==> src/hdl/cbag_pkg.sv <==
// ----------------------------------------------------------------------------
// cbag_pkg
// Shared types and constants for the clipped blit address generator.
// ----------------------------------------------------------------------------
package cbag_pkg;

  // largest source or surface dimension and largest row pitch
  localparam logic [12:0] MAX_DIM   = 13'd4096;
  localparam logic [13:0] MAX_PITCH = 14'd8192;

  // item kinds carried in tuser
  typedef enum logic {
    CMD_START = 1'b0,
    CMD_STEP  = 1'b1
  } cmd_e;

  // result status codes
  typedef enum logic [1:0] {
    ST_OK          = 2'd0,
    ST_BAD_ARGS    = 2'd1,
    ST_NOT_VISIBLE = 2'd2,
    ST_IDLE_STEP   = 2'd3
  } status_e;

  // configuration register indexes
  typedef enum logic [1:0] {
    REG_SURFACE_WIDTH  = 2'd0,
    REG_SURFACE_HEIGHT = 2'd1,
    REG_SURFACE_STRIDE = 2'd2
  } reg_idx_e;

  // start item fields
  typedef struct packed {
    logic [12:0] rect_width;
    logic [12:0] rect_height;
    logic [13:0] rect_pitch;
    logic [15:0] dest_x;
    logic [15:0] dest_y;
  } start_args_t;

  // surface geometry after clamping
  typedef struct packed {
    logic [12:0] width;
    logic [12:0] height;
    logic [13:0] pitch;
  } surface_t;

  // outcome of a start item, also the walker load
  typedef struct packed {
    status_e     status;
    logic        load;
    logic [11:0] clip_x;
    logic [11:0] clip_y;
    logic [12:0] clip_width;
    logic [12:0] clip_height;
    logic [24:0] src_base;
    logic [24:0] dst_base;
    logic [13:0] src_pitch;
  } start_res_t;

  // outcome of a step item
  typedef struct packed {
    status_e     status;
    logic [24:0] source_index;
    logic [24:0] dest_index;
    logic        last;
  } step_res_t;

endpackage

==> src/hdl/cbag_clip.sv <==
// ----------------------------------------------------------------------------
// cbag_clip
// Checks start arguments, clips the source rectangle against the surface and
// works out the first source and destination row offsets.
// ----------------------------------------------------------------------------
module cbag_clip
  import cbag_pkg::*;
(
  input  start_args_t args_i,
  input  surface_t    surf_i,
  output start_res_t  res_o
);

  logic        bad_args;
  logic        dx_neg;
  logic        dy_neg;
  logic [15:0] src_x;
  logic [15:0] src_y;
  logic [14:0] dst_x;
  logic [14:0] dst_y;
  logic [18:0] cw_raw;
  logic [18:0] cw_room;
  logic [18:0] cw_clip;
  logic [18:0] ch_raw;
  logic [18:0] ch_room;
  logic [18:0] ch_clip;
  logic        visible;
  logic [29:0] src_prod;
  logic [25:0] dst_prod;

  // argument check
  assign bad_args = (args_i.rect_width == '0) || (args_i.rect_height == '0) ||
                    (args_i.rect_width > MAX_DIM) || (args_i.rect_height > MAX_DIM) ||
                    (args_i.rect_pitch > MAX_PITCH) ||
                    (args_i.rect_pitch < {1'b0, args_i.rect_width});

  // split negative positions into a source offset
  assign dx_neg = args_i.dest_x[15];
  assign dy_neg = args_i.dest_y[15];
  assign src_x  = dx_neg ? 16'(-args_i.dest_x) : 16'd0;
  assign src_y  = dy_neg ? 16'(-args_i.dest_y) : 16'd0;
  assign dst_x  = dx_neg ? 15'd0 : args_i.dest_x[14:0];
  assign dst_y  = dy_neg ? 15'd0 : args_i.dest_y[14:0];

  // clip against the left/top edge, then against the right/bottom edge
  assign cw_raw  = {6'd0, args_i.rect_width} - {3'd0, src_x};
  assign ch_raw  = {6'd0, args_i.rect_height} - {3'd0, src_y};
  assign cw_room = {6'd0, surf_i.width} - {4'd0, dst_x};
  assign ch_room = {6'd0, surf_i.height} - {4'd0, dst_y};
  assign cw_clip = ($signed(cw_raw) > $signed(cw_room)) ? cw_room : cw_raw;
  assign ch_clip = ($signed(ch_raw) > $signed(ch_room)) ? ch_room : ch_raw;
  assign visible = !cw_clip[18] && (cw_clip != '0) && !ch_clip[18] && (ch_clip != '0);

  // first row offsets, only kept when something is visible
  assign src_prod = src_y * args_i.rect_pitch;
  assign dst_prod = dst_y[11:0] * surf_i.pitch;

  // result assembly
  always_comb begin
    res_o = '0;
    res_o.status = ST_OK;
    if (bad_args) begin
      res_o.status = ST_BAD_ARGS;
    end else if (!visible) begin
      res_o.status = ST_NOT_VISIBLE;
    end else begin
      res_o.load        = 1'b1;
      res_o.clip_x      = dst_x[11:0];
      res_o.clip_y      = dst_y[11:0];
      res_o.clip_width  = cw_clip[12:0];
      res_o.clip_height = ch_clip[12:0];
      res_o.src_base    = src_prod[24:0] + {9'd0, src_x};
      res_o.dst_base    = dst_prod[24:0] + {13'd0, dst_x[11:0]};
      res_o.src_pitch   = args_i.rect_pitch;
    end
  end

endmodule

==> src/hdl/cbag_walker.sv <==
// ----------------------------------------------------------------------------
// cbag_walker
// Raster walk state: column and row counters plus row base offsets, giving
// one source/destination offset pair per step.
// ----------------------------------------------------------------------------
module cbag_walker
  import cbag_pkg::*;
(
  input  logic        clk_i,
  input  logic        rst_ni,
  input  logic        start_i,
  input  start_res_t  start_res_i,
  input  logic        step_i,
  input  logic [13:0] dest_pitch_i,
  output step_res_t   res_o
);

  logic        active_q,   active_d;
  logic [11:0] col_q,      col_d;
  logic [11:0] row_q,      row_d;
  logic [12:0] cols_q,     cols_d;
  logic [12:0] rows_q,     rows_d;
  logic [24:0] src_base_q, src_base_d;
  logic [24:0] dst_base_q, dst_base_d;
  logic [13:0] pitch_q,    pitch_d;
  logic        final_col;
  logic        final_row;

  assign final_col = ({1'b0, col_q} + 13'd1) >= cols_q;
  assign final_row = ({1'b0, row_q} + 13'd1) >= rows_q;

  // step result
  always_comb begin
    res_o = '0;
    if (!active_q) begin
      res_o.status = ST_IDLE_STEP;
    end else begin
      res_o.status       = ST_OK;
      res_o.source_index = src_base_q + {13'd0, col_q};
      res_o.dest_index   = dst_base_q + {13'd0, col_q};
      res_o.last         = final_col && final_row;
    end
  end

  // next state
  always_comb begin
    active_d   = active_q;
    col_d      = col_q;
    row_d      = row_q;
    cols_d     = cols_q;
    rows_d     = rows_q;
    src_base_d = src_base_q;
    dst_base_d = dst_base_q;
    pitch_d    = pitch_q;
    if (start_i) begin
      active_d = start_res_i.load;
      if (start_res_i.load) begin
        col_d      = '0;
        row_d      = '0;
        cols_d     = start_res_i.clip_width;
        rows_d     = start_res_i.clip_height;
        src_base_d = start_res_i.src_base;
        dst_base_d = start_res_i.dst_base;
        pitch_d    = start_res_i.src_pitch;
      end
    end else if (step_i && active_q) begin
      if (final_col) begin
        col_d = '0;
        if (final_row) begin
          active_d = 1'b0;
          row_d    = '0;
        end else begin
          row_d      = row_q + 12'd1;
          src_base_d = src_base_q + {11'd0, pitch_q};
          dst_base_d = dst_base_q + {11'd0, dest_pitch_i};
        end
      end else begin
        col_d = col_q + 12'd1;
      end
    end
  end

  // state registers
  always_ff @(posedge clk_i or negedge rst_ni) begin
    if (!rst_ni) begin
      active_q   <= 1'b0;
      col_q      <= '0;
      row_q      <= '0;
      cols_q     <= '0;
      rows_q     <= '0;
      src_base_q <= '0;
      dst_base_q <= '0;
      pitch_q    <= '0;
    end else begin
      active_q   <= active_d;
      col_q      <= col_d;
      row_q      <= row_d;
      cols_q     <= cols_d;
      rows_q     <= rows_d;
      src_base_q <= src_base_d;
      dst_base_q <= dst_base_d;
      pitch_q    <= pitch_d;
    end
  end

endmodule

==> src/hdl/clipped_blit_address_generator_unit.sv <==
// Pipeline: an accepted item passes through the input register, then the result
// register, before its result is presented.
// Throughput: one item per cycle, start or step, while the output is not stalled; the
// next walk counters and row base sums are combinational, so a step may follow a start directly.
// Reset: asynchronous, active low; clears the walk state (no blit active),
// empties both stages and sets the surface registers to width, height and
// stride 1.
// ----------------------------------------------------------------------------
// clipped_blit_address_generator_unit
// Clipped rectangle blit address generator: input register, clip and walk
// logic, output register.
// ----------------------------------------------------------------------------
module clipped_blit_address_generator_unit
  import cbag_pkg::*;
(
  input  logic         clk_i,
  input  logic         rst_ni,
  // configuration write port
  input  logic         cfg_we_i,
  input  logic [1:0]   cfg_addr_i,
  input  logic [13:0]  cfg_data_i,
  // input stream
  input  logic         s_axis_tvalid,
  output logic         s_axis_tready,
  // rectangle width, rectangle height, rectangle pitch, dest_x, dest_y
  input  logic [71:0]  s_axis_tdata,
  // cmd
  input  logic [0:0]   s_axis_tuser,
  // output stream
  output logic         m_axis_tvalid,
  input  logic         m_axis_tready,
  // status, clip_x, clip_y, clip_width, clip_height, source_index,
  // dest_index, two zero bits
  output logic [103:0] m_axis_tdata,
  // last
  output logic         m_axis_tlast
);

  logic [12:0]  surf_w_q;
  logic [12:0]  surf_h_q;
  logic [13:0]  surf_s_q;
  surface_t     surf;

  logic         in_valid_q;
  cmd_e         in_cmd_q;
  start_args_t  in_args_q;

  logic         out_valid_q;
  logic [103:0] out_data_q, out_data_d;
  logic         out_last_q, out_last_d;

  logic         out_free;
  logic         advance;
  logic         in_take;
  start_res_t   start_res;
  step_res_t    step_res;

  // configuration registers
  always_ff @(posedge clk_i or negedge rst_ni) begin
    if (!rst_ni) begin
      surf_w_q <= 13'd1;
      surf_h_q <= 13'd1;
      surf_s_q <= 14'd1;
    end else if (cfg_we_i) begin
      unique case (cfg_addr_i)
        REG_SURFACE_WIDTH:  surf_w_q <= cfg_data_i[12:0];
        REG_SURFACE_HEIGHT: surf_h_q <= cfg_data_i[12:0];
        REG_SURFACE_STRIDE: surf_s_q <= cfg_data_i;
        default: ;
      endcase
    end
  end

  // clamp surface geometry to the supported limits
  assign surf.width  = (surf_w_q > MAX_DIM) ? MAX_DIM : surf_w_q;
  assign surf.height = (surf_h_q > MAX_DIM) ? MAX_DIM : surf_h_q;
  assign surf.pitch  = (surf_s_q > MAX_PITCH) ? MAX_PITCH : surf_s_q;

  // handshake between the two stages
  assign out_free      = !out_valid_q || m_axis_tready;
  assign advance       = in_valid_q && out_free;
  assign s_axis_tready = !in_valid_q || out_free;
  assign in_take       = s_axis_tvalid && s_axis_tready;

  // input register
  always_ff @(posedge clk_i or negedge rst_ni) begin
    if (!rst_ni) begin
      in_valid_q <= 1'b0;
    end else if (in_take) begin
      in_valid_q <= 1'b1;
    end else if (advance) begin
      in_valid_q <= 1'b0;
    end
  end

  always_ff @(posedge clk_i) begin
    if (in_take) begin
      in_cmd_q              <= cmd_e'(s_axis_tuser[0]);
      in_args_q.rect_width  <= s_axis_tdata[12:0];
      in_args_q.rect_height <= s_axis_tdata[25:13];
      in_args_q.rect_pitch  <= s_axis_tdata[39:26];
      in_args_q.dest_x      <= s_axis_tdata[55:40];
      in_args_q.dest_y      <= s_axis_tdata[71:56];
    end
  end

  // start handling
  cbag_clip u_clip (
    .args_i (in_args_q),
    .surf_i (surf),
    .res_o  (start_res)
  );

  // raster walk
  cbag_walker u_walker (
    .clk_i        (clk_i),
    .rst_ni       (rst_ni),
    .start_i      (advance && (in_cmd_q == CMD_START)),
    .start_res_i  (start_res),
    .step_i       (advance && (in_cmd_q == CMD_STEP)),
    .dest_pitch_i (surf.pitch),
    .res_o        (step_res)
  );

  // result selection
  always_comb begin
    unique case (in_cmd_q)
      CMD_START: begin
        out_data_d = {2'b00, 25'd0, 25'd0, start_res.clip_height, start_res.clip_width,
                      start_res.clip_y, start_res.clip_x, start_res.status};
        out_last_d = 1'b0;
      end
      CMD_STEP: begin
        out_data_d = {2'b00, step_res.dest_index, step_res.source_index, 50'd0,
                      step_res.status};
        out_last_d = step_res.last;
      end
      default: begin
        out_data_d = '0;
        out_last_d = 1'b0;
      end
    endcase
  end

  // output register
  always_ff @(posedge clk_i or negedge rst_ni) begin
    if (!rst_ni) begin
      out_valid_q <= 1'b0;
    end else if (out_free) begin
      out_valid_q <= in_valid_q;
    end
  end

  always_ff @(posedge clk_i) begin
    if (advance) begin
      out_data_q <= out_data_d;
      out_last_q <= out_last_d;
    end
  end

  assign m_axis_tvalid = out_valid_q;
  assign m_axis_tdata  = out_data_q;
  assign m_axis_tlast  = out_last_q;

endmodule

==> config.mk <==
export PLATFORM = sky130hd
export DESIGN_NAME = clipped_blit_address_generator_unit
export DESIGN_NICKNAME = d
export VERILOG_FILES = /design/src/hdl/cbag_pkg.sv /design/src/hdl/cbag_clip.sv /design/src/hdl/cbag_walker.sv /design/src/hdl/clipped_blit_address_generator_unit.sv
export SDC_FILE = /design/constraint.sdc
export NUM_CORES = 2
export LEC_CHECK = 0
export BUFFER_PORTS_ARGS = -buffer_cell sky130_fd_sc_hd__buf_4
export CORE_UTILIZATION = 64
export DETAILED_ROUTE_END_ITERATION = 10
export PLACE_DENSITY = 0.94
export SETUP_SLACK_MARGIN = 0.15
export SLEW_MARGIN = 20
export SYNTH_ARGS = -nofsm -noshare
export SYNTH_HDL_FRONTEND = slang
export SYNTH_SLANG_ARGS = --single-unit
==> constraint.sdc <==
create_clock -name clk_i -period 9.8 [get_ports clk_i]
set_input_delay 0.49 -clock clk_i [delete_from_list [all_inputs] [get_ports clk_i]]
set_output_delay 0.49 -clock clk_i [all_outputs]
set_load 0.03 [all_outputs]
==> impl_metrics.toml <==
[worst_setup_path]
crit_required_ns = 10.24
critPathLaunchType = "flip-flop"
end_kind = "flip-flop"
crit_path_frequent_cell = "fa_1"
crit_type = "reg2reg"
arrival_ns = 9.31
crit_path_max_fanout = 15
cp_slowest_cell = "edfxtp_1"
cp_slowest_stage_delay_ns = 0.62

[yosys]
ys_ff_latch = 333
synthFlopType = "edfxtp_1"
yosysTopAreaCell = "fa_1"
yosysUniqueCellTypes = 88
post-synth-top-count-cell = "inv_1"
synth_top_area_share_pct = 18.04
yosys-top-cells-count = "inv_1, nand2_1, ha_1, fa_1, nor2_1"
async_flop_share_pct = 47.15
syn_avg_cell_area_um2 = 9.198
yosysWarnings = 0
syn_inst = 3752
ys_seq_area_share_pct = 26.71
synth_area_leaders = "fa_1, edfxtp_1, ha_1, dfrtp_1, inv_1"
synth-edff-count = 176
netlist_area_um2 = 34510

[drt]
first_iter_violations = 3828
ant_nets = 0
finalWirelength_mm = 101.5
drc = 14
dr.pass1.iters = 10
wl_per_cell_um = 22.12
num_vias = 29310
viasPerCell = 6.386

[floorplanning]
ios = 201
core_um2 = 52870
die_area_um2 = 54860
start_util_pct = 65.28
die-width_um = 234.2
die_height_um = 234.2
core.rowCount = 84

[timing]
hold_viol = 0
final-max-slew-violation-count = 0
clock.fmax_mhz = 112.8
tightest_slew_ns = 1.075
period_share_pct = 90.47
finalSetupViolations = 0
period_needed_ns = 8.866
clock_skew_ns = 0.03071
maxSlewHeadroom_pct = 28.31
tns_ns = 0
rsz0062_at_grt = "no"

[clocking]
clkSlewWorstSetupHoldPaths_ns = 0.06
cts_buffers = 38
clockBufferDepth = 3
postCtsSetupRepairBufs = 0
cts_tree = "yes"
clock-sinks = 333
clock_latency_ns = 0.59
htreeDepth = 2
cts_root_buf = "clkbuf_16"

[outcome]
violations = "design-rule violations"
status = "finished with violations"

[placed_design]
placed_cell_area_um2 = 36500
finalWeightedCongestion = 0.9825
dp_hpwl_mm = 76.44
port_buffers = 198

[grt]
grtUsageTotal_pct = 37.50
grt_pass1_wl_mm = 157.4
grt_pass1_vias = 29400
grt_max_degree = 83
overflow = 0
antenna_found_initial = 2

[final_layout]
drive_above_1_share_pct = 10.23
diodes = 0
nFillCells = 3565
final_area_um2 = 37810
nNetsFinal = 4597
area_growth_pct = 9.542

[job]
drv_cap = 0

[min_path]
hold_class = "in2reg"

[power]
power_leakage_uw = 0.01777
powerDensity_nw_per_um2 = 215.2
ir_worst_vdd_v = 0.0001729
flip-flops by register name, indices dropped and copies added (netlist names):
name	cells
u_walker.pitch_q	14
m_axis_tlast	1
u_walker.src_base_q	25
u_walker.active_q	1
surf_s_q	14
u_walker.col_q	12
surf_h_q	13
u_walker.cols_q	13
in_cmd_q	1
u_walker.rows_q	13
in_args_q	72
m_axis_tvalid	1
surf_w_q	13
in_valid_q	1
u_walker.dst_base_q	25
m_axis_tdata	102
u_walker.row_q	12
cell usage in the layout, fill, tap and decap left out, types with 15 or more instances in the layout:
master and count:
buf_4 230, xor2_1 65, ha_1 318, o21bai_1 15, nor2b_1 67, nor2_1 262, mux2_2 61, and2_1 73
fa_1 311, nand3_1 79, a21oi_1 127, or3_1 33, dfrtp_1 154, a22o_1 20, a211oi_1 28, nand2_1 396
a21o_1 38, inv_1 520, clkbuf_16 41, xnor2_1 108, edfxtp_1 176, o21ai_0 149, nor3_1 68, nand4_1 23
nor4_1 23, a31oi_1 30, nand2b_1 69, and3_1 111, o21a_1 37
worst max-delay path, delay by kind of cell, from the launching register on:
family	cells	cell delay [ns]
and+or+nand+nor	6	2.01
buffers and inverters	4	0.27
DFF	1	0.62
adders and majority gates	8	3.54
xor gates and xnor gates	2	0.56
AOI/OAI and AO/OA	9	1.74
cell type report:
cell class | count | area, um^2 | area share [%]
clock buffers | 45 | 1041 | 2.754
clock inverters | 23 | 232.7 | 0.6156
inverters | 522 | 1959 | 5.183
multi-input cells | 2745 | 22720 | 60.10
flip-flops and latches | 333 | 9218 | 24.38
well taps | 688 | 860.8 | 2.277
repair buffers | 234 | 1774 | 4.693
kinds of logic after synthesis:
family          after synthesis  share of synthesized area [%]
buf+inv                     675                          7.570
other cells                   1                        0.01087
fa+ha+maj                   629                          29.57
xor+xnor                    173                          4.390
simple gates               1280                          18.21
flops                       333                          26.71
mux                          67                          2.164
compound gates              594                          11.38
repair_timing:
action                                 CTS  global route
gates resized for setup                  0             0
endpoints found under the hold margin   69             0
hold buffers                             1             0
per-stage QoR:
step           util (%)  setup WS (ns)  std cells  hold slack (ns)  total power, uW
2_1_floorplan         -          1.939       3753           0.1944             5207
3_3_place_gp      69.04          1.547       4520           0.4612             6270
3_5_place_dp      69.04          1.180       4520           0.4709             6447
4_1_cts           71.47          1.070       4589          0.07000             7993
5_1_grt           71.51         0.3618       4590          0.07466             8682
6_report          71.51         0.9337       4590          0.08060             8137
path summary, 6_finish.rpt:
check / from / endpoint / slack (ns) / cells after the start
max: in_args_q[0] / u_walker.src_base_q[21] / 0.93 / 29
min: s_axis_tdata[51] / in_args_q[27] / 0.08 / 1
max reg2reg: in_args_q[0] / u_walker.src_base_q[21] / 0.93 / 29
min reg2reg: u_walker.cols_q[9] / u_walker.cols_q[9] / 0.48 / 2
max in group asynchronous: rst_ni / u_walker.src_base_q[14] / 8.01 / 3
min in group asynchronous: rst_ni / surf_h_q[8] / 0.52 / 2
where the power goes:
part | switching, uW | leakage, uW | internal, uW | total, uW
logic | 2870 | 0.0134 | 1870 | 4730
registers | 244 | 0.00372 | 1680 | 1930
clock network | 628 | 0.000616 | 848 | 1480
total | 3740 | 0.0178 | 4400 | 8140
metal layers:
metal,track usage (%),vias up,part of all wire (%)
li1,-,12890,-
met1,49.56,13890,37
met2,56.48,2100,44
met3,9.363,437,13
met4,21.00,2,6.3
met5,0,-,0.011
Power figures use the tool's default switching activity.
